[src/rtl/ptf_pkg.sv]
// Package with the shared types and constants of the pan/tilt target follower.
`timescale 1ns / 1ps
`default_nettype none
package ptf_pkg;

    localparam int SumW     = 36;
    localparam int WgtW     = 20;
    localparam int PosW     = 16;
    localparam int AreaW    = 20;
    localparam int CfgIdxW  = 3;
    localparam int CfgDataW = 20;
    localparam int DivCntW  = 6;

    localparam logic [33:0] LockSq = 34'd1717987;

    localparam logic [PosW-1:0]  PanMinRst  = 16'd6554;
    localparam logic [PosW-1:0]  PanMaxRst  = 16'd58982;
    localparam logic [PosW-1:0]  TiltMinRst = 16'd6554;
    localparam logic [PosW-1:0]  TiltMaxRst = 16'd58982;
    localparam logic [PosW-1:0]  TargXRst   = 16'd32768;
    localparam logic [PosW-1:0]  TargYRst   = 16'd28180;
    localparam logic [PosW-1:0]  GainRst    = 16'd2621;
    localparam logic [AreaW-1:0] AreaMinRst = 20'd32;
    localparam logic [PosW-1:0]  CentrePos  = 16'd32768;

    typedef enum logic [1:0] {
        ST_MOVED  = 2'd0,
        ST_LOCKED = 2'd1,
        ST_LOST   = 2'd2
    } t_status;

    typedef enum logic [CfgIdxW-1:0] {
        CFG_PAN_MIN   = 3'd0,
        CFG_PAN_MAX   = 3'd1,
        CFG_TILT_MIN  = 3'd2,
        CFG_TILT_MAX  = 3'd3,
        CFG_TARGET_X  = 3'd4,
        CFG_TARGET_Y  = 3'd5,
        CFG_STEP_GAIN = 3'd6,
        CFG_AREA_MIN  = 3'd7
    } t_cfg_idx;

    typedef struct packed {
        logic [PosW-1:0]  pan_min;
        logic [PosW-1:0]  pan_max;
        logic [PosW-1:0]  tilt_min;
        logic [PosW-1:0]  tilt_max;
        logic [PosW-1:0]  target_x;
        logic [PosW-1:0]  target_y;
        logic [PosW-1:0]  step_gain;
        logic [AreaW-1:0] area_min;
    } t_cfg;

    typedef struct packed {
        logic [SumW-1:0] sum_x;
        logic [SumW-1:0] sum_y;
        logic [WgtW-1:0] weight;
        logic            no_blob;
        logic            lost;
    } t_item;

    typedef struct packed {
        logic [PosW-1:0] pan;
        logic [PosW-1:0] tilt;
        logic            laser;
        t_status         status;
    } t_result;

    typedef struct packed {
        logic            start;
        logic [SumW-1:0] dividend;
        logic [WgtW-1:0] divisor;
    } t_div_req;

    typedef struct packed {
        logic            done;
        logic [SumW-1:0] quotient;
    } t_div_rsp;

    typedef enum logic [3:0] {
        BK_IDLE,
        BK_DIVX,
        BK_DIVY,
        BK_SQX,
        BK_SQY,
        BK_PANM,
        BK_PAN,
        BK_DIVR,
        BK_HALF,
        BK_TILTM,
        BK_DONE
    } t_back_state;

endpackage
`default_nettype wire

[src/rtl/ptf_front.sv]
// Front end: accepts frame items, classifies them and queues them for the back end.
`timescale 1ns / 1ps
`default_nettype none
module ptf_front (
    input  wire                        i_clk,
    input  wire                        i_rst_n,
    input  wire                        i_push,
    output logic                       o_full,
    input  wire  [ptf_pkg::SumW-1:0]   i_sum_x,
    input  wire  [ptf_pkg::SumW-1:0]   i_sum_y,
    input  wire  [ptf_pkg::WgtW-1:0]   i_pixel_weight,
    input  wire  [ptf_pkg::AreaW-1:0]  i_blob_area,
    input  wire  [ptf_pkg::AreaW-1:0]  i_area_min,
    output logic                       o_valid,
    output ptf_pkg::t_item             o_item,
    input  wire                        i_take
);
    import ptf_pkg::*;

    t_item       r_mem [2];
    logic        r_wp;
    logic        r_rp;
    logic [1:0]  r_cnt;
    t_item       n_item;
    logic        wr_en;
    logic        rd_en;

    always_comb begin
        n_item.sum_x   = i_sum_x;
        n_item.sum_y   = i_sum_y;
        n_item.weight  = i_pixel_weight;
        n_item.no_blob = (i_pixel_weight == '0);
        n_item.lost    = (i_blob_area <= i_area_min);
    end

    assign o_full  = (r_cnt == 2'd2);
    assign o_valid = (r_cnt != 2'd0);
    assign o_item  = r_mem[r_rp];
    assign wr_en   = i_push && !o_full;
    assign rd_en   = i_take && o_valid;

    always_ff @(posedge i_clk) begin
        if (wr_en) begin
            r_mem[r_wp] <= n_item;
        end
    end

    always_ff @(posedge i_clk) begin
        if (!i_rst_n) begin
            r_wp  <= 1'b0;
            r_rp  <= 1'b0;
            r_cnt <= 2'd0;
        end else begin
            if (wr_en) begin
                r_wp <= ~r_wp;
            end
            if (rd_en) begin
                r_rp <= ~r_rp;
            end
            r_cnt <= r_cnt + 2'(wr_en) - 2'(rd_en);
        end
    end

endmodule
`default_nettype wire

[config.mk]
export PLATFORM = sky130hd
export DESIGN_NAME = ptf_front
export DESIGN_NICKNAME = d
export VERILOG_FILES = /design/src/rtl/ptf_pkg.sv /design/src/rtl/ptf_front.sv
export SDC_FILE = /design/constraint.sdc
export NUM_CORES = 1
export LEC_CHECK = 0
export CORE_MARGIN = 2
export CORE_UTILIZATION = 55
export CTS_BUF_LIST = sky130_fd_sc_hd__clkbuf_4
export CTS_CLUSTER_DIAMETER = 50
export DETAILED_ROUTE_END_ITERATION = 12
export DONT_BUFFER_PORTS = 1
export PLACE_DENSITY = 0.83
export SLEW_MARGIN = 20
export SYNTH_ARGS = -nofsm -noshare
export SYNTH_HDL_FRONTEND = slang
export SYNTH_SLANG_ARGS = --single-unit
[constraint.sdc]
create_clock -name i_clk -period 5.2 [get_ports i_clk]
set_input_delay 0.52 -clock i_clk [delete_from_list [all_inputs] [get_ports i_clk]]
set_output_delay 0.52 -clock i_clk [all_outputs]
set_load 0.01 [all_outputs]
Word level (Yosys, flattened, before mapping)
Memory sizes are Yosys's and may differ from the RTL's. A register that Yosys moved wholly into a read port is not among the register bits. Cells that the tools add are included.

Register bits after elaboration: 4. RAM bits: 188. Bits of input ports: 136. Output and inout bits: 96. Logic and storage cells: 19. Memories: 1.

Memories: r_mem (depth 2, width 94, rd ports 1, clocked after memory_dff 1, wr ports 1, line ptf_front.sv:20) `t_item r_mem [2];`.

Add/subtract/negate cells: 2. Order comparisons: 1. Equal/unequal tests: 1. Multiplexer cells: 4. Bitwise logic cells: 2. Reductions and logical operators: 5.

Operator list (count): $le 20x20->1 (1); $logic_not 20->1 (1); $mux 1 (4); $add 2x1->2 (1); $eq 2x2->1 const B (1); $logic_and 1x1->1 (2); $not 1->1 (2); $reduce_bool 2->1 (1); $sub 2x1->2 (1); $logic_not 1->1 (1).

Longest topological paths before layout
Depth in word-level cells: 5. Gate-level depth with buffers: 8. Depth with buffers taken out: 8.

Worst setup path after synthesis
No wires, ideal clock.

Kind: input port to flip-flop. Start: input i_push. End: memory r_mem[0][0] in the netlist's numbering (enable). Setup time: 549 ps. Arrival time: 4538 ps. Required time: 4651 ps. Path slack: 114 ps. Cell stages on the path: 2. Path buffers: 0. Cell sequence: nand2_1 > nor2_1.

Word-level cells in the longest chain between the ends: 3.

RTL lines: start, declared (line ptf_front.sv:7) `input wire i_push,`; $logic_and 1x1->1 (line ptf_front.sv:39) `assign wr_en = i_push && !o_full;`; $mux 1 (line ptf_front.sv:43) `if (wr_en) begin`; $mux 1 (not written as such) (line ptf_front.sv:44) `r_mem[r_wp] <= n_item;`; end, declared (line ptf_front.sv:20).

Every way passes these cells.

==> summary.txt <==
Synth top area share - 74.49%
Largest net degree at the start of global routing - 59
Syn-to-layout area delta - 20.52%
Total gr overflow - 0
Placer Congestion - 0.7006
Average wire per standard cell - 20.88 um
CTS resizes - 0
Setup crit end kind - output port
Clock latency at the later pin of the worst-skew pair - 0.54 ns
VDD IR max - 279.2 uV
Synthesized Nets - 553
CTS HTree Levels - 4
DR iter-0 viols - 256
Max Cap Viol - 0
Worst setup path class - flip-flop to output port
# rows - 42
Final setup viols - 0
Die height - 121.4 um
Core ar. - 13350 um2
Longest Clk Path Bufs - 2
Min Tclk post-route - 2.987 ns
Synthesis Warnings - 0
Setup WS pre-CTS - 2.771 ns
TritonCTS buffer count - 17
Total wire length - 14540 um
Synth area leaders - edfxtp_1, mux2_1, ha_1
Sequential power share - 55.3%
Worst slew margin - 44.82%
Logic pwr share - 20.0%
Placed instance count - 566
Final-report max-slew violation count - 0
Flops & latches, synth - 193
Crit start category - flip-flop
Switching part of the total - 27.41%
Utilization after layout - 68.43%
First-pass GRT wire length - 20010 um
Initial Util - 56.78%
Ys async rst share - 0%
Vias per inst - 5.428
I/O Pins - 232
Post-Syn Instances - 395
Final nets - 665
Final Cycle Share - 57.45%
Layout Skew - 0.009904 ns
RSZ-0062 raised after global routing - no
Post-synth cell types - 30
FF-to-FF path depth - 5
Synthesized area - 7579 um2
Tot GR Track Use - 18.57%
Setup Fix Bufs, Post-CTS - 0
Max Freq - 0.3348 GHz
Hold crit path type - primary input to flip-flop
Leakage - 3.192 nW
Die Wd - 121.4 um
PD cells - 399.0 nW/um2
Vias in the first global route - 3778
Post-synth EDFFs - 188
Via Count - 3778
Measured slew at the worst slew-check pin - 0.8257 ns
Pre-Repair DR Iteration Count - 4
CTS root buffer - clkbuf_4
Clk pwr share - 24.7%
PnR worst setup slack - 2.213 ns
Die ar. - 14730 um2
Max FO, Critical Path - 52
Final Instance Area - 9134 um2
Hold Fails Final Rpt - 0
Top post-synthesis cells by count - edfxtp_1, mux2_1, ha_1, inv_1, nand2_1
Most common cell in the synthesized netlist - edfxtp_1
Filler cell count - 834
Setup TNS - 0 ns
Synth Flop Type - edfxtp_1
CTS tree - built
Clock Pin Slew Worst Setup and Hold Paths - 0.13 ns
Initial antenna violation count - 1
Port Buffer Count - 0
CP required - 4.68 ns
Area leader, netlist - edfxtp_1
P_int - 2.645 mW
Layout cells sized above 1 - 9.249%
Detail Route Antenna Nets - 0
Syn_area_per_cell - 19.19 um2
DRC Markers - 0
Final HPWL DP - 8790 um
Status - finished clean
Hold Path Stages - 0
Post-Layout Cell Count - 696
Clock Sink Count - 193
Crit path DAT - 2.47 ns
Placed inst area - 7807 um2
Post-synthesis sequential area ratio - 75.81%
Net Sw Power - 998.9 uW
[final cells by class]
| type | instances | area [um2] | share of cell area, % |
|---|---|---|---|
| tap | 176 | 220.2 | 2.411 |
| inverter | 22 | 82.58 | 0.9041 |
| antenna | 1 | 2.502 | 0.02740 |
| multi-input combinational | 170 | 1698 | 18.59 |
| timing repair buffer | 103 | 1039 | 11.37 |
| clock inverter | 13 | 207.7 | 2.274 |
| sequential | 193 | 5749 | 62.95 |
| clock buffer | 18 | 135.1 | 1.479 |
[cell families after synthesis]
family                     count (synthesis)  synth area share, %
DFF                                      193                75.81
muxes                                     94                13.97
xor gates and xnor gates                   3               0.3468
buffers and inverters                     32                1.948
adders and majority gates                 22                3.632
and+or+nand+nor                           35                2.625
AOI/OAI and AO/OA                         16                1.667
[power groups by stage]
stage / combinational, mW / clock (mW) / sequential, mW
2_1_floorplan: 0.572 / 0 / 2.01
3_3_place_gp: 0.640 / 0 / 2.04
3_5_place_dp: 0.661 / 0 / 2.05
4_1_cts: 0.714 / 0.927 / 2.01
5_1_grt: 0.780 / 0.985 / 2.03
6_report: 0.729 / 0.902 / 2.01
[worst max-delay path, cell delays in order (launching register included)]
cell     delay (ns)
dfxtp_4        0.75
buf_4          0.65
mux2_1         0.47
[state kept, by name, indices dropped and copies added, names as in the netlist, named ones only]
| signal | cells |
|---|---|
| r_mem | 188 |
| r_cnt | 2 |
| r_rp | 1 |
| r_wp | 1 |
[what timing repair did]
item / CTS / global route
endpoints found under the setup margin: 0 / 0
hold buffers: 65 / 33
endpoints found under the hold margin: 116 / 58
[layout by cell type (no fill, tap or decap), drive strengths merged]
master       netlist  routed
a211oi             1       1
a21boi             2       2
a21oi              7       7
and2               4       4
and3               1       1
buf               10       5
bufinv             0       5
clkbuf             0      18
clkinv             0       6
dfxtp              5       5
diode              0       1
dlygate4sd3        0      98
edfxtp           188     188
ha                22      22
inv               22      24
mux2              94      94
nand2              8       8
nand2b             1       1
nand3              3       3
nand4              3       3
nor2               4       4
nor2b              3       3
nor3               2       2
nor4               5       5
o211ai             1       1
o21a               3       3
o2bb2ai            1       1
o41ai              1       1
or2                1       1
xnor2              3       3
[routing by layer]
layer | vias to the layer above | global-route usage (%) | share of wire (%) | wire [um]
li1 | 1749 | - | - | -
met1 | 1832 | 20.31 | 37 | 5448
met2 | 181 | 33.08 | 53 | 7687
met3 | 16 | 6.814 | 7.9 | 1154
met4 | 0 | 6.681 | 1.7 | 245
met5 | - | 0 | 0 | 0
[per-stage QoR]
step	hold slack, ns	power, mW
after floorplan	0.5042	2.586
after global placement	0.5178	2.679
final	0.07680	3.644
after CTS	0.00003880	3.653
after detailed placement	0.5249	2.711
after global routing	0.002302	3.797
[worst paths after layout]
kind / from / slack [ns] / to
worst max-delay path: flip-flop / 2.21 / o_item[14]
worst min-delay path: i_sum_x[6] / 0.08 / r_mem[0][64]$_DFFE_PP_
worst max register to register: r_cnt[0]$_SDFF_PN0_ / 2.98 / r_mem[0][73]$_DFFE_PP_
worst min register to register: r_rp$_SDFFE_PN0P_ / 0.55 / flip-flop
Power figures use the tool's default switching activity.
