===== src/rtl/ptf_pkg.sv =====
// Package with the shared types and constants of the pan/tilt target follower.
`timescale 1ns / 1ps
`default_nettype none
package ptf_pkg;

    localparam int SumW     = 36;
    localparam int WgtW     = 20;
    localparam int PosW     = 16;
    localparam int AreaW    = 20;
    localparam int CfgIdxW  = 3;
    localparam int CfgDataW = 20;
    localparam int DivCntW  = 6;

    localparam logic [33:0] LockSq = 34'd1717987;

    localparam logic [PosW-1:0]  PanMinRst  = 16'd6554;
    localparam logic [PosW-1:0]  PanMaxRst  = 16'd58982;
    localparam logic [PosW-1:0]  TiltMinRst = 16'd6554;
    localparam logic [PosW-1:0]  TiltMaxRst = 16'd58982;
    localparam logic [PosW-1:0]  TargXRst   = 16'd32768;
    localparam logic [PosW-1:0]  TargYRst   = 16'd28180;
    localparam logic [PosW-1:0]  GainRst    = 16'd2621;
    localparam logic [AreaW-1:0] AreaMinRst = 20'd32;
    localparam logic [PosW-1:0]  CentrePos  = 16'd32768;

    typedef enum logic [1:0] {
        ST_MOVED  = 2'd0,
        ST_LOCKED = 2'd1,
        ST_LOST   = 2'd2
    } t_status;

    typedef enum logic [CfgIdxW-1:0] {
        CFG_PAN_MIN   = 3'd0,
        CFG_PAN_MAX   = 3'd1,
        CFG_TILT_MIN  = 3'd2,
        CFG_TILT_MAX  = 3'd3,
        CFG_TARGET_X  = 3'd4,
        CFG_TARGET_Y  = 3'd5,
        CFG_STEP_GAIN = 3'd6,
        CFG_AREA_MIN  = 3'd7
    } t_cfg_idx;

    typedef struct packed {
        logic [PosW-1:0]  pan_min;
        logic [PosW-1:0]  pan_max;
        logic [PosW-1:0]  tilt_min;
        logic [PosW-1:0]  tilt_max;
        logic [PosW-1:0]  target_x;
        logic [PosW-1:0]  target_y;
        logic [PosW-1:0]  step_gain;
        logic [AreaW-1:0] area_min;
    } t_cfg;

    typedef struct packed {
        logic [SumW-1:0] sum_x;
        logic [SumW-1:0] sum_y;
        logic [WgtW-1:0] weight;
        logic            no_blob;
        logic            lost;
    } t_item;

    typedef struct packed {
        logic [PosW-1:0] pan;
        logic [PosW-1:0] tilt;
        logic            laser;
        t_status         status;
    } t_result;

    typedef struct packed {
        logic            start;
        logic [SumW-1:0] dividend;
        logic [WgtW-1:0] divisor;
    } t_div_req;

    typedef struct packed {
        logic            done;
        logic [SumW-1:0] quotient;
    } t_div_rsp;

    typedef enum logic [3:0] {
        BK_IDLE,
        BK_DIVX,
        BK_DIVY,
        BK_SQX,
        BK_SQY,
        BK_PANM,
        BK_PAN,
        BK_DIVR,
        BK_HALF,
        BK_TILTM,
        BK_DONE
    } t_back_state;

endpackage
`default_nettype wire


===== src/rtl/ptf_back.sv =====
// Back end: centroid, lock test, pan and tilt update, and the result queue.
`timescale 1ns / 1ps
`default_nettype none
module ptf_back (
    input  wire                   i_clk,
    input  wire                   i_rst_n,
    input  ptf_pkg::t_cfg         i_cfg,
    input  wire                   i_valid,
    input  ptf_pkg::t_item        i_item,
    output logic                  o_take,
    output ptf_pkg::t_div_req     o_div_req,
    input  ptf_pkg::t_div_rsp     i_div_rsp,
    output logic                  o_empty,
    input  wire                   i_pop,
    output ptf_pkg::t_result      o_result
);
    import ptf_pkg::*;

    t_back_state        r_state;
    t_back_state        n_state;
    t_item              r_item;
    logic [PosW-1:0]    r_cx;
    logic [PosW-1:0]    r_cy;
    logic [33:0]        r_acc;
    logic signed [34:0] r_prod;
    logic [PosW-1:0]    r_pan;
    logic [PosW-1:0]    r_amp;
    logic signed [34:0] r_half;
    logic signed [19:0] r_hi;
    logic signed [19:0] r_lo;
    t_status            r_status;
    logic [PosW-1:0]    r_pan_now;
    logic [PosW-1:0]    r_tilt_now;
    logic               r_laser;

    t_result            r_oq [2];
    logic               r_owp;
    logic               r_orp;
    logic [1:0]         r_ocnt;
    logic               oq_push;
    t_result            n_result;

    logic [PosW-1:0]    cent;
    logic signed [16:0] dx;
    logic signed [16:0] dy;
    logic signed [33:0] sq;
    logic [33:0]        sq_sum;
    logic signed [16:0] gain_s;
    logic signed [34:0] step_full;
    logic signed [18:0] step;
    logic signed [20:0] pan_raw;
    logic signed [20:0] pan_c;
    logic signed [16:0] den;
    logic [15:0]        pan_off;
    logic signed [17:0] r_cent;
    logic [16:0]        r_abs;
    logic [16:0]        amp_w;
    logic signed [16:0] tdiff;
    logic [32:0]        mid;
    logic signed [35:0] hi_full;
    logic signed [35:0] lo_full;
    logic signed [20:0] tilt_raw;
    logic signed [20:0] tilt_c;
    logic               lock_hit;

    assign cent = (i_div_rsp.quotient[SumW-1:PosW] != '0) ? '1
                : i_div_rsp.quotient[PosW-1:0];

    assign gain_s    = $signed({1'b0, i_cfg.step_gain});
    assign dx        = $signed({1'b0, i_cfg.target_x}) - $signed({1'b0, r_cx});
    assign dy        = $signed({1'b0, i_cfg.target_y}) - $signed({1'b0, r_cy});
    assign sq        = (r_state == BK_SQX) ? dx * dx : dy * dy;
    assign sq_sum    = r_acc + 34'(unsigned'(sq));
    assign lock_hit  = (sq_sum < LockSq);
    assign step_full = r_prod + 35'sd32768;
    assign step      = step_full[34:16];

    always_comb begin
        pan_raw = $signed({5'b0, r_pan_now}) - 21'(step);
        pan_c   = pan_raw;
        if (pan_c > $signed({5'b0, i_cfg.pan_max})) begin
            pan_c = $signed({5'b0, i_cfg.pan_max});
        end
        if (pan_c < $signed({5'b0, i_cfg.pan_min})) begin
            pan_c = $signed({5'b0, i_cfg.pan_min});
        end
    end

    assign den     = $signed({1'b0, i_cfg.pan_max}) - $signed({1'b0, i_cfg.pan_min});
    assign pan_off = pan_c[15:0] - i_cfg.pan_min;

    assign r_cent = $signed({1'b0, i_div_rsp.quotient[16:0]}) - 18'sd32768;
    assign r_abs  = r_cent[17] ? 17'(-r_cent) : 17'(r_cent);
    assign amp_w  = 17'd32768 - r_abs;

    assign tdiff   = $signed({1'b0, i_cfg.tilt_max}) - $signed({1'b0, i_cfg.tilt_min});
    assign mid     = 33'({1'b0, i_cfg.tilt_min} + {1'b0, i_cfg.tilt_max}) << 15;
    assign hi_full = $signed({3'b0, mid}) + 36'(r_half) + 36'sd32768;
    assign lo_full = $signed({3'b0, mid}) - 36'(r_half) + 36'sd32768;

    always_comb begin
        tilt_raw = $signed({5'b0, r_tilt_now}) + 21'(step);
        tilt_c   = tilt_raw;
        if (tilt_c > 21'(r_hi)) begin
            tilt_c = 21'(r_hi);
        end
        if (tilt_c < 21'(r_lo)) begin
            tilt_c = 21'(r_lo);
        end
        if (tilt_c > 21'sd65535) begin
            tilt_c = 21'sd65535;
        end
        if (tilt_c < 21'sd0) begin
            tilt_c = 21'sd0;
        end
    end

    always_comb begin
        n_result.status = r_status;
        if (r_status == ST_MOVED) begin
            n_result.pan   = r_pan;
            n_result.tilt  = tilt_c[15:0];
            n_result.laser = 1'b0;
        end else if (r_status == ST_LOCKED) begin
            n_result.pan   = r_pan_now;
            n_result.tilt  = r_tilt_now;
            n_result.laser = ~r_laser;
        end else begin
            n_result.pan   = r_pan_now;
            n_result.tilt  = r_tilt_now;
            n_result.laser = r_laser;
        end
    end

    always_ff @(posedge i_clk) begin
        if (!i_rst_n) begin
            r_state <= BK_IDLE;
        end else begin
            r_state <= n_state;
        end
    end

    always_comb begin
        n_state            = r_state;
        o_take             = 1'b0;
        oq_push            = 1'b0;
        o_div_req.start    = 1'b0;
        o_div_req.dividend = i_item.sum_x;
        o_div_req.divisor  = i_item.weight;
        unique case (r_state)
            BK_IDLE: begin
                if (i_valid) begin
                    o_take          = 1'b1;
                    o_div_req.start = 1'b1;
                    n_state         = BK_DIVX;
                end
            end
            BK_DIVX: begin
                if (i_div_rsp.done) begin
                    o_div_req.start    = 1'b1;
                    o_div_req.dividend = r_item.sum_y;
                    o_div_req.divisor  = r_item.weight;
                    n_state            = BK_DIVY;
                end
            end
            BK_DIVY: begin
                if (i_div_rsp.done) begin
                    n_state = r_item.lost ? BK_DONE : BK_SQX;
                end
            end
            BK_SQX: begin
                n_state = BK_SQY;
            end
            BK_SQY: begin
                n_state = lock_hit ? BK_DONE : BK_PANM;
            end
            BK_PANM: begin
                n_state = BK_PAN;
            end
            BK_PAN: begin
                if (den > 17'sd0) begin
                    o_div_req.start    = 1'b1;
                    o_div_req.dividend = {4'b0, pan_off, 16'b0};
                    o_div_req.divisor  = {4'b0, den[15:0]};
                    n_state            = BK_DIVR;
                end else begin
                    n_state = BK_HALF;
                end
            end
            BK_DIVR: begin
                if (i_div_rsp.done) begin
                    n_state = BK_HALF;
                end
            end
            BK_HALF: begin
                n_state = BK_TILTM;
            end
            BK_TILTM: begin
                n_state = BK_DONE;
            end
            BK_DONE: begin
                if (r_ocnt != 2'd2) begin
                    oq_push = 1'b1;
                    n_state = BK_IDLE;
                end
            end
            default: begin
                n_state = BK_IDLE;
            end
        endcase
    end

    always_ff @(posedge i_clk) begin
        if (o_take) begin
            r_item <= i_item;
        end
        if (r_state == BK_DIVX && i_div_rsp.done) begin
            r_cx <= r_item.no_blob ? '0 : cent;
        end
        if (r_state == BK_DIVY && i_div_rsp.done) begin
            r_cy     <= r_item.no_blob ? '0 : cent;
            r_status <= ST_LOST;
        end
        if (r_state == BK_SQX) begin
            r_acc <= 34'(unsigned'(sq));
        end
        if (r_state == BK_SQY) begin
            r_status <= lock_hit ? ST_LOCKED : ST_MOVED;
        end
        if (r_state == BK_PANM) begin
            r_prod <= 35'(dx) * 35'(gain_s);
        end
        if (r_state == BK_PAN) begin
            r_pan <= pan_c[15:0];
            r_amp <= '0;
        end
        if (r_state == BK_DIVR && i_div_rsp.done) begin
            r_amp <= amp_w[15:0];
        end
        if (r_state == BK_HALF) begin
            r_half <= 35'(tdiff) * 35'($signed({1'b0, r_amp}));
        end
        if (r_state == BK_TILTM) begin
            r_hi   <= hi_full[35:16];
            r_lo   <= lo_full[35:16];
            r_prod <= 35'(dy) * 35'(gain_s);
        end
    end

    always_ff @(posedge i_clk) begin
        if (!i_rst_n) begin
            r_pan_now  <= CentrePos;
            r_tilt_now <= CentrePos;
            r_laser    <= 1'b0;
        end else if (oq_push) begin
            r_pan_now  <= n_result.pan;
            r_tilt_now <= n_result.tilt;
            r_laser    <= n_result.laser;
        end
    end

    assign o_empty  = (r_ocnt == 2'd0);
    assign o_result = r_oq[r_orp];

    always_ff @(posedge i_clk) begin
        if (oq_push) begin
            r_oq[r_owp] <= n_result;
        end
    end

    always_ff @(posedge i_clk) begin
        if (!i_rst_n) begin
            r_owp  <= 1'b0;
            r_orp  <= 1'b0;
            r_ocnt <= 2'd0;
        end else begin
            if (oq_push) begin
                r_owp <= ~r_owp;
            end
            if (i_pop && !o_empty) begin
                r_orp <= ~r_orp;
            end
            r_ocnt <= r_ocnt + 2'(oq_push) - 2'(i_pop && !o_empty);
        end
    end

endmodule
`default_nettype wire


===== config.mk =====
export PLATFORM = sky130hd
export DESIGN_NAME = ptf_back
export DESIGN_NICKNAME = d
export VERILOG_FILES = /design/src/rtl/ptf_pkg.sv /design/src/rtl/ptf_back.sv
export SDC_FILE = /design/constraint.sdc
export NUM_CORES = 2
export LEC_CHECK = 0
export ABC_AREA = 1
export BUFFER_PORTS_ARGS = -buffer_cell sky130_fd_sc_hd__buf_2
export CORE_MARGIN = 4
export CORE_UTILIZATION = 65
export CTS_CLUSTER_SIZE = 10
export DETAILED_ROUTE_END_ITERATION = 10
export PLACE_DENSITY = 0.83
export SLEW_MARGIN = 25
export SYNTH_ARGS = -nofsm -noshare
export SYNTH_HDL_FRONTEND = slang
export SYNTH_SLANG_ARGS = --single-unit

===== constraint.sdc =====
create_clock -name i_clk -period 19.4 [get_ports i_clk]
set_clock_uncertainty 0.1 [all_clocks]
set_input_delay 5.82 -clock i_clk [delete_from_list [all_inputs] [get_ports i_clk]]
set_output_delay 5.82 -clock i_clk [all_outputs]
set_load 0.01 [all_outputs]

Word-level counts from Yosys, hierarchy flattened
Memories as Yosys holds them, arrays and structs flattened. A register that Yosys moved wholly into a read port is not among the register bits.
Index checks and enable logic that the tools add are counted.
Widths: inputs -> output; s select.

word-level totals
  register bits = 308
  bits in writable memories = 70
  output and inout port bits = 94
  word-level logic and storage cells = 127
  memories = 1

memory list
  name  words  width  read ports  clocked after memory_dff  wr ports  line            text
  r_oq  2      35     1           1                         1         ptf_back.sv:36  t_result r_oq [2];

operators by class
  add/subtract/negate cells = 19
  multiply operators = 5
  order comparisons = 8
  eq/ne operators = 17
  mux-type cells = 40
  bitwise logic cells = 3
  reductions and logical operators = 13

operators by type and width
  operator                number
  $mul 17x17->34          5
  $mux 57                 2
  $mux 16                 7
  $pmux 56 s2             1
  $mux 21                 4
  $add 36x17->36 const B  2
  $mux 35                 2
  $sub 16x16->17          4
  $pmux 4 s11             1
  $add 33x34->35          1
  $add 35x17->35 const B  1
  $sub 33x34->35          1
  $add 34x34->34          1
  $lt 34x21->1 const B    1
  $mux 34                 1
  $mux 33                 1
  $mux 4                  8
  $gt 21x17->1 const B    1
  $lt 21x1->1 const B     1
  $lt 21x17->1            1
  $lt 21x20->1            1
  $add 17x19->20          1
  $gt 20x17->1            1
  $gt 20x20->1            1
  other kinds (26)        55

Longest topological paths before layout
  depth in word-level cells = 11
  depth in mapped cells = 66

Least setup slack after synthesis
No wires, ideal clock.

  kind = input-to-output
  start = input i_cfg[115] (netlist name)
  end = output o_div_req[51] (netlist name)
  data arrival time = 11.224 ns
  required time = 13.480 ns
  path slack = 2.256 ns
  cell stages on the path = 48
  path through = inv_1 -> ha_1 -> nand2_1 -> inv_1 -> nand3_1 -> nor4_1 -> nand2_1 -> o211a_1 -> or2_4 -> nand3_2 -> buf_2 -> buf_2 -> nand2_1 -> o21ai_0 -> ha_1 -> a21oi_1 -> o21ai_0 -> nand3_1 -> (+12 left out) -> nor2_1 -> a211oi_1 -> o21ai_0 -> nand3_1 -> nand2_1 -> nand3_1 -> nand2_1 -> nand3_1 -> nand2_1 -> nand3_1 -> nand2_1 -> a21oi_1 -> inv_1 -> a21oi_1 -> inv_1 -> nand3_1 -> nand3_1 -> a21oi_1

RTL lines
  element             line            text
  start: declaration  ptf_back.sv:7   input ptf_pkg::t_cfg i_cfg,
  end: declaration    ptf_back.sv:11  output ptf_pkg::t_div_req o_div_req,

==> summary.txt <==
Route
  – ANT nets after route: 0
  – DR iter-0 viols: 5582
  – Wirelength per Cell: 19.1 µm
  – Initial DRT Pass Iterations: 6
  – Post-route DRC: 0
  – Post-Route WL: 209000 µm
  – Vias: 62100
  – Via density: 5.67

STA
  – Tcrit/Tclk final: 96.0%
  – Final setup violating endpoints: 0
  – Fmax: 0.0537 GHz
  – Max-slew violations: 0
  – Max_slew headroom: 28.9%
  – Minimum clock period after layout: 18.63 ns
  – Setup TNS: 0 ns
  – RSZ-0062 raised after global routing: false
  – Least-Margin Pin Slew: 1.06 ns
  – Final hold vios: 0

Setup path
  – Worst r2r src: r_cx[2]
  – CP arrival: 12.71 ns
  – Crit-path max cell delay: 0.46 ns
  – RR Endpoint: r_state[3]
  – CP max FO: 32
  – Worst Setup EP: o_div_req[51]
  – Kind of critical path: input pin to output port
  – R2R depth: 59
  – CP Launch Point: i_cfg[114]
  – Slowest CP cell: inv_2
  – Reg2Reg Setup Slack: 6.71 ns
  – Critical path launch point type: input pin
  – WP data required: 13.48 ns
  – CP endpoint kind: output port
  – Critical path's most frequent cell: nand2_1

Die
  – Die width: 352 µm
  – Core box area: 117000 µm²
  – DIE AREA: 124000 µm²
  – Die Y: 352 µm
  – Initial cell density of the core: 65.8%
  – FP Rows: 125
  – Ports: 361

Run status
  – Status: complete, no violations

Min path
  – Worst hold stages: 2
  – Worst hold path class: register to register
  – Hold Crit Start: r_pan_now[10]

Global routing
  – First-pass GRT wire length: 334000 µm
  – Pin count of the biggest net entering global routing: 73
  – Total Routing Usage GR: 34.5%
  – Vias in the first global route: 65300
  – Initial antenna violation count: 10
  – Gr ovfl total: 0

Clock tree
  – Cts bufs inserted: 46
  – Root buffer cell: clkbuf_16
  – Post CTS Setup Buffer Count: 0
  – # resized after CTS: 0
  – Hold buffers post-CTS: 0
  – CTS tree: built
  – CTS H-Tree Depth: 2
  – Clock Path Buffers: 3
  – Clock slew at reported path FFs: 0.06 ns
  – Clk_lat worst skew: 0.64 ns
  – Sink Count: 362

Layout
  – Layout cells sized above 1: 6.96%
  – Filler cells: 9004
  – Area delta synth->final: 6.20%
  – # nets final: 11700
  – Area of the multi-input gates: 56500 µm²
  – Sequential Area: 10500 µm²

Synth
  – Post-Syn Nets: 11500
  – Ys async rst share: 0%
  – Synthesized flop and latch total: 362
  – Syn avg cell area: 8.39 µm²
  – Yosys cell types: 78
  – Sequential share of the synthesized area: 13.6%
  – Top_reg_cell synth: edfxtp_1
  – Ys Warns: 0
  – Synthesized netlist cell count: 9148
  – Number of flops mapped to enable cells by yosys: 320
  – Syn Std Cell Area: 76700 µm²

Place
  – GP Congestion: 0.965
  – # port buffers: 340
  – Post-DP HPWL: 171000 µm

Flow run
  – # Max-Cap Violations: 0
==> synthesized netlist by cell type, types with 7 or more instances <==
library cell  number  area [µm²]
nor4_1            29         181
or2_2             35         219
or2_1              9        56.3
edfxtp_1         320        9610
o211ai_1          39         293
nand3_1          177         886
clkinv_1          21        78.8
o31ai_1            8        60.1
nand2_2           25         156
xnor2_1           95         832
ha_1             703        8800
a21boi_0          10        75.1
dfxtp_1           42         841
nand4_1           46         288
a31oi_1           21         131
and2_1             7        43.8
a22o_1            18         158
clkbuf_1         192         721
inv_2             15        56.3
o21ai_2           20         175
o21ai_1           29         145
o21ai_0          274        1370
o21bai_1          23         173
a22oi_1            8        60.1
a211oi_1          13        97.6
buf_2             29         145
a21o_1            26         195
nor2_1           777        2920
xor2_1           197        1730
mux2_2            36         405
inv_1           2332        8750
a21oi_1          452        2260
nand3b_1           7        52.6
nand2_1         1570        5890
nor3_1            51         255
o21a_1            20         150
buf_1             10        37.5
fa_1            1378       27600
==> how the worst min path moves through the flow <==
stage and end:
5_1_grt register, 3_3_place_gp r_orp, 2_1_floorplan register, 4_1_cts r_pan_now[10], 3_5_place_dp register, 6_report r_pan_now[10]
==> logic make-up after synthesis <==
kind of cell / share of synthesized area [%]
AO/OA/AOI/OAI: 7.47
XOR/XNOR: 3.39
adder cells (fa/ha/maj): 47.4
buffers and inverters: 12.9
flip-flops: 13.6
multiplexers: 0.554
AND/OR/NAND/NOR: 14.7
==> sequential cells by signal (all words and copies together) (netlist names), 2 cells and up, named ones only <==
name / flops
r_acc: 33
r_amp: 16
r_cx: 16
r_cy: 16
r_half: 34
r_hi: 20
r_item: 58
r_lo: 20
r_ocnt: 2
r_oq: 70
r_pan: 16
r_pan_now: 16
r_prod: 19
r_state: 4
r_status: 2
r_tilt_now: 16
==> layer usage <==
layer | global-route usage, % | vias to the layer above | wire length, µm | share of wire [%]
met3 | 7.93 | 703 | 22100 | 11
met4 | 15.9 | 2 | 11200 | 5.3
met5 | 0 | - | 11 | 0.0053
li1 | - | 28100 | - | -
met2 | 57.2 | 3028 | 98600 | 47
met1 | 43.4 | 30200 | 77200 | 37
==> through the flow <==
stage | util, % | worst slack, ns | instances | hold slack (ns) | cell area [µm²]
6_report | 69.8 | 0.767 | 10900 | 0.377 | 81500
5_1_grt | 69.8 | 0.0362 | 10900 | 0.390 | 81500
4_1_cts | 69.8 | 0.895 | 10900 | 0.382 | 81400
3_5_place_dp | 68.5 | 0.917 | 10800 | 0.364 | 80000
3_3_place_gp | 68.5 | 0.907 | 10800 | 0.335 | 80000
2_1_floorplan | - | 2.26 | 9148 | 0.326 | 76700
==> worst max-delay path: cells and delay by family <==
kind | cells | cell delay (ns)
AO/OA/AOI/OAI | 13 | 2.08
AND/OR/NAND/NOR | 26 | 2.85
buffers and inverters | 7 | 1.00
adder cells (fa/ha/maj) | 3 | 0.95
==> cell type report <==
class | count | area share (%)
multi-input combinational | 6178 | 69.3
inverter | 2368 | 10.9
sequential | 362 | 12.8
timing repair buffer | 418 | 2.86
clock buffer | 67 | 1.51
tap | 1524 | 2.34
clock inverter | 14 | 0.246
antenna | 8 | 0.0246
==> cell usage in the layout (no fill, tap or decap), types with 10 or more instances in the layout <==
cell,synthesis,routed
inv_1,2332,2330
nand2_1,1570,1570
fa_1,1378,1378
nor2_1,777,767
ha_1,703,703
a21oi_1,452,450
buf_2,29,340
edfxtp_1,320,320
o21ai_0,274,274
xor2_1,197,197
nand3_1,177,177
xnor2_1,95,95
buf_4,5,76
nor3_1,51,50
nand4_1,46,46
clkbuf_16,0,46
dfxtp_1,42,42
o211ai_1,39,39
mux2_2,36,36
or2_2,35,35
nor4_1,29,29
o21ai_1,29,29
a21o_1,26,26
nand2_2,25,25
o21bai_1,23,23
clkinv_1,21,23
a31oi_1,21,21
clkbuf_1,192,21
o21ai_2,20,20
o21a_1,20,20
inv_2,15,18
a22o_1,18,18
a211oi_1,13,13
a21boi_0,10,10
Power is not shown: default switching activity piles up to over one toggle a cycle in this logic, so the estimate is an artifact.
