$ cat src/rtl/ptf_pkg.sv
// Package with the shared types and constants of the pan/tilt target follower.
`timescale 1ns / 1ps
`default_nettype none
package ptf_pkg;

    localparam int SumW     = 36;
    localparam int WgtW     = 20;
    localparam int PosW     = 16;
    localparam int AreaW    = 20;
    localparam int CfgIdxW  = 3;
    localparam int CfgDataW = 20;
    localparam int DivCntW  = 6;

    localparam logic [33:0] LockSq = 34'd1717987;

    localparam logic [PosW-1:0]  PanMinRst  = 16'd6554;
    localparam logic [PosW-1:0]  PanMaxRst  = 16'd58982;
    localparam logic [PosW-1:0]  TiltMinRst = 16'd6554;
    localparam logic [PosW-1:0]  TiltMaxRst = 16'd58982;
    localparam logic [PosW-1:0]  TargXRst   = 16'd32768;
    localparam logic [PosW-1:0]  TargYRst   = 16'd28180;
    localparam logic [PosW-1:0]  GainRst    = 16'd2621;
    localparam logic [AreaW-1:0] AreaMinRst = 20'd32;
    localparam logic [PosW-1:0]  CentrePos  = 16'd32768;

    typedef enum logic [1:0] {
        ST_MOVED  = 2'd0,
        ST_LOCKED = 2'd1,
        ST_LOST   = 2'd2
    } t_status;

    typedef enum logic [CfgIdxW-1:0] {
        CFG_PAN_MIN   = 3'd0,
        CFG_PAN_MAX   = 3'd1,
        CFG_TILT_MIN  = 3'd2,
        CFG_TILT_MAX  = 3'd3,
        CFG_TARGET_X  = 3'd4,
        CFG_TARGET_Y  = 3'd5,
        CFG_STEP_GAIN = 3'd6,
        CFG_AREA_MIN  = 3'd7
    } t_cfg_idx;

    typedef struct packed {
        logic [PosW-1:0]  pan_min;
        logic [PosW-1:0]  pan_max;
        logic [PosW-1:0]  tilt_min;
        logic [PosW-1:0]  tilt_max;
        logic [PosW-1:0]  target_x;
        logic [PosW-1:0]  target_y;
        logic [PosW-1:0]  step_gain;
        logic [AreaW-1:0] area_min;
    } t_cfg;

    typedef struct packed {
        logic [SumW-1:0] sum_x;
        logic [SumW-1:0] sum_y;
        logic [WgtW-1:0] weight;
        logic            no_blob;
        logic            lost;
    } t_item;

    typedef struct packed {
        logic [PosW-1:0] pan;
        logic [PosW-1:0] tilt;
        logic            laser;
        t_status         status;
    } t_result;

    typedef struct packed {
        logic            start;
        logic [SumW-1:0] dividend;
        logic [WgtW-1:0] divisor;
    } t_div_req;

    typedef struct packed {
        logic            done;
        logic [SumW-1:0] quotient;
    } t_div_rsp;

    typedef enum logic [3:0] {
        BK_IDLE,
        BK_DIVX,
        BK_DIVY,
        BK_SQX,
        BK_SQY,
        BK_PANM,
        BK_PAN,
        BK_DIVR,
        BK_HALF,
        BK_TILTM,
        BK_DONE
    } t_back_state;

endpackage
`default_nettype wire

$ cat src/rtl/ptf_div.sv
// Radix-2 restoring divider shared by the centroid and tilt-window divisions.
`timescale 1ns / 1ps
`default_nettype none
module ptf_div (
    input  wire                i_clk,
    input  wire                i_rst_n,
    input  ptf_pkg::t_div_req  i_req,
    output ptf_pkg::t_div_rsp  o_rsp
);
    import ptf_pkg::*;

    logic               r_busy;
    logic               r_done;
    logic [DivCntW-1:0] r_cnt;
    logic [WgtW-1:0]    r_rem;
    logic [SumW-1:0]    r_quo;
    logic [WgtW-1:0]    r_dsr;
    logic [WgtW:0]      rem_sh;
    logic [WgtW:0]      diff;
    logic               ge;

    assign rem_sh = {r_rem, r_quo[SumW-1]};
    assign diff   = rem_sh - {1'b0, r_dsr};
    assign ge     = (rem_sh >= {1'b0, r_dsr});

    assign o_rsp.done     = r_done;
    assign o_rsp.quotient = r_quo;

    always_ff @(posedge i_clk) begin
        if (i_req.start) begin
            r_quo <= i_req.dividend;
            r_rem <= '0;
            r_dsr <= i_req.divisor;
            r_cnt <= '0;
        end else if (r_busy) begin
            r_rem <= ge ? diff[WgtW-1:0] : rem_sh[WgtW-1:0];
            r_quo <= {r_quo[SumW-2:0], ge};
            r_cnt <= r_cnt + 1'b1;
        end
    end

    always_ff @(posedge i_clk) begin
        if (!i_rst_n) begin
            r_busy <= 1'b0;
            r_done <= 1'b0;
        end else begin
            r_done <= r_busy && !i_req.start && (r_cnt == DivCntW'(SumW - 1));
            if (i_req.start) begin
                r_busy <= 1'b1;
            end else if (r_busy && (r_cnt == DivCntW'(SumW - 1))) begin
                r_busy <= 1'b0;
            end
        end
    end

endmodule
`default_nettype wire

$ cat config.mk
export PLATFORM = sky130hd
export DESIGN_NAME = ptf_div
export DESIGN_NICKNAME = d
export VERILOG_FILES = /design/src/rtl/ptf_pkg.sv /design/src/rtl/ptf_div.sv
export SDC_FILE = /design/constraint.sdc
export NUM_CORES = 1
export LEC_CHECK = 0
export BUFFER_PORTS_ARGS = -buffer_cell sky130_fd_sc_hd__buf_2
export CAP_MARGIN = 20
export CORE_MARGIN = 2
export CORE_UTILIZATION = 40
export DETAILED_ROUTE_END_ITERATION = 16
export GPL_ROUTABILITY_DRIVEN = 0
export PLACE_DENSITY_LB_ADDON = 0.25
export SYNTH_ARGS = -nofsm -noshare
export SYNTH_HDL_FRONTEND = slang
export SYNTH_SLANG_ARGS = --single-unit
$ cat constraint.sdc
create_clock -name i_clk -period 6 [get_ports i_clk]
set_input_delay 1.5 -clock i_clk [delete_from_list [all_inputs] [get_ports i_clk]]
set_output_delay 1.5 -clock i_clk [all_outputs]
set_load 0.01 [all_outputs]
**Word level (Yosys, flattened, before mapping)**

Cells that the tools add are included.

- Register bits: 84
- Input bits: 59
- Output and inout port bits: 37

- Add/subtract/negate cells: 2
- Magnitude comparators: 1
- Equality and inequality tests: 1
- Muxes and demuxes: 5
- Reductions and logical operators: 6

Operators with widths:

| operator | count |
|---|---|
| $mux W36 | 2 |
| $ge A21 B20 Y1 | 1 |
| $mux W20 | 1 |
| $sub A20 B20 Y20 | 1 |
| $add A6 B1 Y6 const B | 1 |
| $eq A6 B6 Y1 const B | 1 |
| $reduce_bool A2 Y1 | 2 |
| $logic_and A1 B1 Y1 | 3 |
| $mux W1 | 2 |
| $logic_not A1 Y1 | 1 |

**Longest topological paths before layout**

Gate-level depths: netlist of run 1.

- Word-level depth: 4
- Mapped depth: 11
- Depth with buffers taken out: 10

**Worst setup path after synthesis of run 1**

OpenSTA, ideal clock, no wires.

- Path type: in2reg
- From: input i_req[56] (netlist bit)
- To: register r_quo[0] (enable)
- Setup time: 0.391 ns
- Arrival: 2.685 ns
- Path slack: 2.925 ns
- Cell stages on the path: 3
- Path buffers: 1
- Cell sequence: clkbuf_1 > nor2_1 > inv_1

- Word-level cells in the longest chain between the ends: 1

RTL lines:

| element | RTL line | text |
|---|---|---|
| start: declaration | ptf_div.sv:7 | `input ptf_pkg::t_div_req i_req,` |
| $reduce_bool A2 Y1 (no source line) | - |  |
| end signal: assignment | ptf_div.sv:31 | `r_quo <= i_req.dividend;` |
| end signal: assignment | ptf_div.sv:37 | `r_quo <= {r_quo[SumW-2:0], ge};` |
| end: declaration | ptf_div.sv:16 | `logic [SumW-1:0] r_quo;` |

No other way between the ends.
A chain may end at the register's enable or synchronous reset.

**Worst setup path in the final report of run 1**

- From: register r_dsr[4]
- To: register r_rem[0]

- Word-level cells in the longest chain between the ends: 2

RTL lines:

| element | RTL line | text |
|---|---|---|
| start: declaration | ptf_div.sv:17 | `logic [WgtW-1:0] r_dsr;` |
| start signal: assignment | ptf_div.sv:33 | `r_dsr <= i_req.divisor;` |
| $ge A21 B20 Y1 | ptf_div.sv:24 | `assign ge = (rem_sh >= {1'b0, r_dsr});` |
| $mux W20 | ptf_div.sv:36 | `r_rem <= ge ? diff[WgtW-1:0] : rem_sh[WgtW-1:0];` |
| end signal: assignment | ptf_div.sv:36 |  |
| end: declaration | ptf_div.sv:15 | `logic [WgtW-1:0] r_rem;` |

No other way between the ends.

==> reports/results.ini, run 1 <==
[status]
status=complete, no violations

[clocking]
clockBufferDepth=2
tritoncts=done
clk_latency_ps=350
clk_pin_slew_ps=60
cts_buffers=9
post_cts_buffers=0
cts-htree-levels=3
postCtsHoldBufs=0
cts-resized-gates=0
root_buffer=clkbuf_16
cts_sinks=84

[sta]
hold_ws_ps=496.8
clock.fmax_mhz=331.4
slew_headroom_pct=42.54
worst_pin_slew_ps=860.1
fin_skew_ps=6.060
fin_crit_sh_pct=50.29
hold_viol=0
min_period_ps=3017
slew_viol_final=0
setup_violations=0
grt_setup_unrepaired=no
fin_setup_tns_ps=0

[setup_path]
worst_r2r_endpoint=r_rem[0]$_SDFFE_PP0P_
reg2reg_depth=9
worstSetupPathType=register to register
worstPathMaxFanout=16
arrival_ps=3280
r2r-start=r_dsr[4]$_DFFE_PP_
regToRegSetupSlack_ps=2980
start_kind=register
worstPathRequired_ps=6260
critPathCaptureType=register

[yosys]
netlist_area_um2=4571
synthArstFlopShare_pct=0
synthDistinctLibCells=58
synth_top_cell_by_area=edfxtp_1
synth_cells=411
ys_ff_latch=84
synth_area_leaders=edfxtp_1 (37%), dfxtp_1 (12%), mux2_2 (9.1%)
ys_seq_area_share_pct=49.06
synth_top_area_share_pct=36.79
ys.warnings.count=0
synth_common_cells=edfxtp_1 (56), nor2_1 (38), mux2_2 (37), nand2_1 (33), dfxtp_1 (28)
synth_ff_type=edfxtp_1
synth_edf_count=56
synthesis.nets=492
synth.avg_cell_area_um2=11.12
yosysMostFrequentCell=edfxtp_1

[finish]
final_nets=580
fin_cells=647
final_area_um2=5443
fill_cells=1021
drive_gt1_share_pct=32.14
syn_to_final_growth_pct=19.08
multi_input_area_um2=2135
area.sequential_um2=2242
diodes=0

[hold_path]
min_from=r_cnt[5]$_SDFFE_PP0P_
min_to=r_cnt[5]$_SDFFE_PP0P_
holdPathStages=2
hold_path.class=register to register

[global_route]
gr-usage-all-layers_pct=16.70
grt_pass1_vias=3405
grt_pass1_wl_mm=16.51
antenna_found_initial=0
overflow=0
grt_max_degree=55

[placed_design]
dp_cells=631
port_buffers=95
placed_area_um2=5150
hpwl_mm=6.875

[detailed_routing]
drtPass1Iterations=4
drt_iter0_markers=138
vias_per_cell=5.308
drc=0
drtAntennaViolNets=0
avgRoutedWirePerCell_um=15.14
wl_mm=9.793
vias=3434

[floorplanning]
die_area_um2=12300
start_util_pct=40.55
die_y_um=110.9
row_count=39
core_area_um2=11270
io_pins=96
die_x_um=110.9

[run]
cap_violations=0

[power_and_ir_drop]
peakVddDrop_mv=0.1883
leakage_nw=2.255
p_per_area_nw_per_um2=284.7

where the power goes:
group          internal (mW)  switching [mW]  total, mW  leakage (nW)
logic                  0.136           0.167      0.303          1.33
registers              0.674          0.0261      0.700         0.787
clock network          0.322           0.225      0.547         0.139
logic make-up after synthesis:
kind of cell	count (synthesis)	share of synthesized area [%]
adders and majority gates	22	6.187
AOI/OAI and AO/OA	84	14.97
DFF	84	49.06
muxes	40	9.773
and+or+nand+nor	118	12.51
buffers and inverters	46	4.243
xor gates and xnor gates	17	3.258
per-stage QoR:
step	total power [mW]	setup slack, ps	utilization, %
floorplan	0.9226	2925	-
global placement	1.008	2758	45.69
detailed placement	1.014	2633	45.69
CTS	1.567	2984	48.29
global route	1.634	2838	48.29
finish	1.550	2983	48.29
worst max-delay path by stage:
stage,startpoint,endpoint,slack (ps)
after global placement,i_req[56],r_quo[10]$_DFFE_PP_,2760
after floorplan,i_req[56],r_quo[0]$_DFFE_PP_,2920
after detailed placement,i_req[56],r_quo[7]$_DFFE_PP_,2630
after CTS,r_dsr[4]$_DFFE_PP_,r_rem[0]$_SDFFE_PP0P_,2980
final,r_dsr[4]$_DFFE_PP_,r_rem[0]$_SDFFE_PP0P_,2980
after global routing,r_quo[35]$_DFFE_PP_,r_rem[18]$_SDFFE_PP0P_,2840
worst max-delay path, stage by stage, from the launching register on:
cell and delay, ps:
edfxtp_1 320, inv_1 40, ha_1 330, a21o_1 240
or3_4 340, o22ai_4 220, a31oi_4 220, a31oi_4 580
mux2_2 400, a211oi_1 220
state kept, by name (all words and copies together) (netlist names):
signal  flops
r_done      1
r_quo      36
r_busy      1
r_rem      20
r_dsr      20
r_cnt       6
final cells by class:
cell class,count,share of cell area [%]
sequential,84,41.20
timing repair buffer,98,9.195
tap,143,3.287
clock inverter,6,1.172
inverter,25,1.724
clock buffer,10,4.207
multi-input combinational,281,39.22
placed cells by master, fill, tap and decap left out, types with 3 or more instances in the layout:
cell type,instances
nand3b_1,6
mux2i_1,3
nand4_1,5
a311oi_2,3
a21oi_1,9
nor2b_1,4
xor2_1,6
o21a_1,4
a311oi_1,6
buf_4,4
mux2_2,37
nor3_1,6
clkbuf_16,9
a211oi_1,4
inv_1,25
o21ai_0,15
dfxtp_1,28
edfxtp_1,56
xnor2_1,11
a21o_1,6
buf_2,94
ha_1,21
a21boi_0,3
nor3b_1,3
a32oi_1,7
nand2b_1,3
o211ai_1,3
nand3_1,9
nand2_1,33
and3_1,3
nor2_1,38
routing by layer:
layer | track usage (%) | wire [um] | up-vias
li1 | - | - | 1710
met1 | 21.74 | 4528 | 1605
met2 | 25.56 | 4394 | 103
met3 | 4.702 | 645 | 16
met4 | 8.333 | 225 | 0
met5 | 0 | 0 | -
Note: power is estimated with default switching activity, not from simulation.
==> run 2: changes to the inputs <==
- ABC_AREA: unset -> 1
- clock period: 6 -> 2.6 ns (I/O delays scaled with it)
==> run 2 against run 1 <==
Clock power rose by 140%. Total power up 110%. Synthesized area increased by 7.3%. Global-route usage grew 2.2 points. Flip-flop and latch count unchanged. Cell count is 36% higher. Clock skew up 4.1 ps. Routed wire length is 18% higher. Critical path depth increased by 2. Synthesized cell count increased by 55%. Largest power group unchanged.
==> reports/results.ini, run 2 <==
[floorplanning]
die_y_um=114.7  ; +3.4%
core_area_um2=12010  ; +6.6%
start_util_pct=40.82  ; +0.27 points
io_pins=96  ; unchanged
die_x_um=114.7  ; +3.4%
die_area_um2=13160  ; +7.0%
row_count=40  ; +2.6%

[sta]
min_period_ps=2311  ; -706.6 ps
clock.fmax_mhz=432.8  ; +31%
fin_skew_ps=10.16  ; +4.103 ps
slew_headroom_pct=30.07  ; -12 points
fin_crit_sh_pct=88.87  ; +39 points
worst_pin_slew_ps=1045  ; +185.0 ps
hold_viol=0  ; unchanged
slew_viol_final=0  ; unchanged
setup_violations=0  ; unchanged
grt_setup_unrepaired=no
fin_setup_tns_ps=0  ; unchanged
finalWorstSetupSlack_ps=289.3  ; -2693 ps

[power_and_ir_drop]
p_int_mw=2.437  ; +120%
p_comb_share_pct=12.7  ; -6.8 points
p_clk_share_pct=39.3  ; +4.0 points
pwr-share-seq_pct=48.0  ; +2.8 points
p_per_area_nw_per_um2=567.4  ; +99%
power_mw=3.285  ; +110%
switching_share_pct=25.83  ; -1.1 points
peakVddDrop_mv=0.3754  ; +99%
p_sw_mw=0.8485  ; +100%
leakage_nw=2.983  ; +32%

[finish]
fill_cells=1237  ; +21%
drive_gt1_share_pct=19.81  ; -12 points
largest_reg_flops=36  ; unchanged
final_nets=808  ; +39%
multi_input_area_um2=2197  ; +2.9%
syn_to_final_growth_pct=18.09
reg_top3=r_quo (36), r_dsr (20), r_rem (20)
area.sequential_um2=2242  ; unchanged
fin_cells=879  ; +36%
layout_common_cells=nand2_1 (249), buf_2 (95), inv_1 (88)
diodes=0  ; unchanged
regMostFlops=r_quo
mostFrequentLayoutCell=nand2_1

[global_route]
grt_pass1_wl_mm=19.60  ; +19%
grt_max_degree=47  ; -15%
grt_pass1_vias=4318  ; +27%
antenna_found_initial=0  ; unchanged
gr-usage-all-layers_pct=18.89  ; +2.2 points
overflow=0  ; unchanged

[detailed_routing]
drt_iter0_markers=150  ; +8.7%
wl_mm=11.53  ; +18%
drtPass1Iterations=4  ; unchanged
drtAntennaViolNets=0  ; unchanged
drc=0  ; unchanged
avgRoutedWirePerCell_um=13.11  ; -13%
vias=4235  ; +23%
vias_per_cell=4.818  ; -9.2%

[yosys]
synthArstFlopShare_pct=0  ; unchanged
yosysMostFrequentCell=nand2_1
synthDistinctLibCells=36  ; -38%
synth.avg_cell_area_um2=7.722  ; -31%
synth_edf_count=56  ; unchanged
ys_seq_area_share_pct=45.73  ; -3.3 points
synthesis.nets=716  ; +46%
synth_cells=635  ; +55%
synth_area_leaders=edfxtp_1 (34%), nand2_1 (19%), dfxtp_1 (11%)
netlist_area_um2=4903  ; +7.3%
ys_ff_latch=84  ; unchanged
ys.warnings.count=0  ; unchanged
synth_top_cell_by_area=edfxtp_1
synth_ff_type=edfxtp_1
synth_common_cells=nand2_1 (249), inv_1 (88), edfxtp_1 (56), nand3_1 (48), nor2_1 (32)
synth_top_area_share_pct=34.29  ; -2.5 points

[clocking]
cts-htree-levels=3  ; unchanged
tritoncts=done
clockBufferDepth=2  ; unchanged
root_buffer=clkbuf_16
cts_sinks=84  ; unchanged
postCtsHoldBufs=0  ; unchanged
cts_buffers=9  ; unchanged
post_cts_buffers=0  ; unchanged
cts-resized-gates=0  ; unchanged
clk_pin_slew_ps=60  ; about the same
clk_latency_ps=350  ; about the same

[run]
cap_violations=0  ; unchanged

[setup_path]
worstPathRequired_ps=2870  ; -3390 ps
arrival_ps=2580  ; -700 ps
r2r-start=r_dsr[14]$_DFFE_PP_
cp-startpoint=r_dsr[14]$_DFFE_PP_
reg2reg_depth=11  ; +2
critPathCaptureType=register
start_kind=register
regToRegSetupSlack_ps=290  ; -2690 ps
worstPathMaxFanout=20  ; +4
worstSetupPathType=register to register

[placed_design]
port_buffers=95  ; unchanged
dp_cells=863  ; +37%
pre_cts_slack_ps=249.8  ; -2383 ps
hpwl_mm=8.201  ; +19%

[status]
status=complete, no violations

[hold_path]
min_from=i_req[4]
hold_path.class=primary input to register
holdPathStages=1  ; -1

run 2: cell types whose count changed in the layout (fill, tap and decap cells not counted), sizes merged, moves of 4 or more:
cell / before / now
xnor2: 11 / 6
mux2: 37 / 0
nor2b: 4 / 0
nand2: 33 / 258
nand3: 9 / 60
a311oi: 9 / 0
inv: 26 / 91
a21oi: 9 / 14
a211oi: 6 / 0
a21o: 6 / 0
a32oi: 7 / 0
clkinv: 2 / 6
xor2: 6 / 2
run 2: worst max-delay path: stages, from the launching register on:
cell	delay (ps)
edfxtp_1	320
inv_1	40
ha_1	340
a21oi_1	250
nor2_1	60
nor2_1	130
nor2_1	90
nor2_4	390
nand2_4	280
nand2_1	140
nand3_1	80
o21ai_1	110
run 2: metal layers:
layer	up-vias	GRT usage [%]	part of all wire, %	routed length (um)
met1	1890	22.75	44	5072
met5	-	0	0	0
met2	145	31.28	46	5355
met4	0	6.667	1.6	180
li1	2189	-	-	-
met3	11	6.935	8.0	918
run 2: power groups by stage:
stage | Clock [mW] | Combinational [mW] | Sequential [mW]
finish | 1.29 | 0.417 | 1.58
detailed placement | 0 | 0.423 | 1.60
floorplan | 0 | 0.223 | 1.63
global placement | 0 | 0.418 | 1.60
CTS | 1.33 | 0.422 | 1.58
global route | 1.38 | 0.471 | 1.59
run 2: path summary, 6_finish.rpt:
check	to
max	r_rem[5]$_SDFFE_PP0P_
min	r_dsr[4]$_DFFE_PP_
max reg2reg	r_rem[5]$_SDFFE_PP0P_
min reg2reg	r_rem[11]$_SDFFE_PP0P_
run 2: final cells by class:
cell class / instances / share of cell area, %
inverters: 93 / 6.029
well taps: 147 / 3.176
clock inverters: 6 / 1.102
flip-flops and latches: 84 / 38.72
multi-input cells: 439 / 37.94
repair buffers: 100 / 9.075
clock buffers: 10 / 3.954
run 2: per-stage QoR:
step | utilization [%] | hold slack (ps) | instance area [um^2]
after floorplan | - | 443.1 | 4903
after global placement | 45.77 | 460.8 | 5498
after detailed placement | 45.77 | 462.5 | 5498
after CTS | 48.21 | 463.0 | 5791
after global routing | 48.21 | 462.5 | 5791
final | 48.21 | 474.8 | 5791
run 2: logic make-up (layout without fill, tap and decap cells):
group | count (synthesis) | count (layout) | share of synthesized area, %
and+or+nand+nor | 374 | 374 | 33.66
buffers and inverters | 112 | 209 | 9.467
DFF | 84 | 84 | 45.73
AOI/OAI and AO/OA | 35 | 35 | 3.955
adders and majority gates | 22 | 22 | 5.767
xor gates and xnor gates | 8 | 8 | 1.429
==> run 3: changes to the inputs <==
- BUFFER_PORTS_ARGS: -buffer_cell sky130_fd_sc_hd__buf_2 -> unset
- DONT_BUFFER_PORTS: unset -> 1
==> run 3 against run 2 <==
Clock skew decreased by 2.1 ps. Hold slack got worse by 84 ps. Clock-buffer cell count down 1. Combinational power is 35% lower. Total power is 2.6% lower. Register-to-register slack gained 50 ps. Fmax increased by 2.1%. Die area unchanged. Critical path type unchanged. Largest cell class unchanged.
==> reports/results.ini, run 3 (synthesized netlist as in run 2, its figures left out) <==
[status]
status=complete, no violations

[clocking]
post_cts_buffers=0  ; unchanged
root_buffer=clkbuf_16
cts_sinks=84  ; unchanged
clk_pin_slew_ps=70  ; about the same
cts_buffers=9  ; unchanged
tritoncts=done
clockBufferDepth=2  ; unchanged
cts-htree-levels=3  ; unchanged
cts-resized-gates=0  ; unchanged
postCtsHoldBufs=0  ; unchanged
clk_latency_ps=350  ; about the same

[floorplanning]
start_util_pct=40.82  ; unchanged
die_y_um=114.7  ; unchanged
core_area_um2=12010  ; unchanged
die_x_um=114.7  ; unchanged
die_area_um2=13160  ; unchanged
row_count=40  ; unchanged
io_pins=96  ; unchanged

[setup_path]
worstPathMaxFanout=12  ; -40%
start_kind=register
arrival_ps=2480  ; -100 ps
critPathCaptureType=register
worstPathRequired_ps=2820  ; -50 ps
worstSetupPathType=register to register

[sta]
hold_viol=0  ; unchanged
finalWorstSetupSlack_ps=337.3  ; +47.96 ps
setup_violations=0  ; unchanged
clock.fmax_mhz=441.9  ; +2.1%
min_period_ps=2263  ; -47.96 ps
slew_headroom_pct=67.68  ; +38 points
slew_viol_final=0  ; unchanged
fin_skew_ps=8.077  ; -2.086 ps
worst_pin_slew_ps=484.2  ; -560.8 ps
fin_crit_sh_pct=87.03  ; -1.8 points
fin_setup_tns_ps=0  ; unchanged
grt_setup_unrepaired=no

[detailed_routing]
vias_per_cell=4.867  ; +1.0%
drt_iter0_markers=162  ; +8.0%
wl_mm=10.84  ; -5.9%
wl_met1_mm=4.858  ; -4.2%
avgRoutedWirePerCell_um=13.83  ; +5.5%
dr_wl_met2_mm=5.048  ; -5.7%
vias=3816  ; -9.9%
drtPass1Iterations=4  ; unchanged
dr_wl_met3_um=817  ; -11%
top_layer=met4
drtAntennaViolNets=0  ; unchanged
drc=0  ; unchanged

[finish]
layout_common_cells=nand2_1 (249), inv_1 (88), edfxtp_1 (56)
mostFrequentLayoutCell=nand2_1
final_nets=713  ; -12%
reg_top3=r_quo (36), r_dsr (20), r_rem (20)
drive_gt1_share_pct=8.006  ; -12 points
area.sequential_um2=2242  ; unchanged
largest_reg_flops=36  ; unchanged
fin_cells=784  ; -11%
multi_input_area_um2=2197  ; unchanged
regMostFlops=r_quo
final_area_um2=5323  ; -8.1%
diodes=0  ; unchanged
syn_to_final_growth_pct=8.548
fill_cells=1212  ; -2.0%

[placed_design]
dp_cells=768  ; -11%
placed_area_um2=5022  ; -8.6%
port_buffers=0  ; -100%
hpwl_mm=7.803  ; -4.8%
pre_cts_slack_ps=331.0  ; +81.21 ps

[hold_path]
hold_path.class=primary input to register

[global_route]
gr-usage-all-layers_pct=17.66  ; -1.2 points
overflow=0  ; unchanged
grt_max_degree=60  ; +28%
grt_pass1_vias=3803  ; -12%
grt_pass1_wl_mm=18.12  ; -7.6%
antenna_found_initial=0  ; unchanged

[run]
cap_violations=0  ; unchanged

[power_and_ir_drop]
peakVddDrop_mv=0.4169  ; +11%
leakage_nw=2.607  ; -13%
p_per_area_nw_per_um2=600.9  ; +5.9%

-- run 3: cell count changes in the layout (fill, tap and decap cells not counted) --
cell / before / now
buf_2: 95 / 0
inv_8: 0 / 1
clkbuf_1: 1 / 0
-- run 3: power by group --
part / internal (mW) / switching [mW]
logic: 0.0938 / 0.177
registers: 1.53 / 0.0849
clock network: 0.751 / 0.558
total: 2.38 / 0.819
-- run 3: path summary, 6_finish.rpt --
kind | endpoint | slack, ps | cells after the start | from
min reg2reg | r_rem[12]$_SDFFE_PP0P_ | 470 | 2 | r_rem[12]$_SDFFE_PP0P_
max reg2reg | r_rem[8]$_SDFFE_PP0P_ | 340 | 11 | r_dsr[14]$_DFFE_PP_
max | r_rem[8]$_SDFFE_PP0P_ | 340 | 11 | r_dsr[14]$_DFFE_PP_
min | r_dsr[19]$_DFFE_PP_ | 390 | 0 | i_req[19]
-- run 3: area by class of cell --
type,count,area share (%)
clock buffer,9,4.231
timing repair buffer,5,0.9403
inverter,93,6.559
sequential,84,42.13
multi-input combinational,439,41.28
tap,147,3.456
clock inverter,7,1.410
-- run 3: critical path, stage by stage (launching register included) --
cell      delay [ps]
edfxtp_1         320
inv_1             40
ha_1             340
a21oi_1          250
nor2_1            70
nor2_1           130
nor2_1            90
nor2_4           360
buf_4            270
nand3_1           90
nand3_1          100
o21ai_1           70
-- run 3: layer usage --
metal / vias up / GRT usage [%]
met2: 115 / 28.99
met4: 0 / 4.578
li1: 2005 / -
met5: - / 0
met3: 11 / 6.564
met1: 1685 / 22.13
-- run 3: per-stage QoR --
| stage | power (mW) | hold slack, ps | utilization, % |
|---|---|---|---|
| CTS | 3.246 | 379.8 | 44.31 |
| finish | 3.199 | 391.1 | 44.31 |
| global route | 3.347 | 372.8 | 44.31 |
| global placement | 1.920 | 458.4 | 41.81 |
| floorplan | 1.850 | 443.1 | - |
| detailed placement | 1.922 | 463.6 | 41.81 |
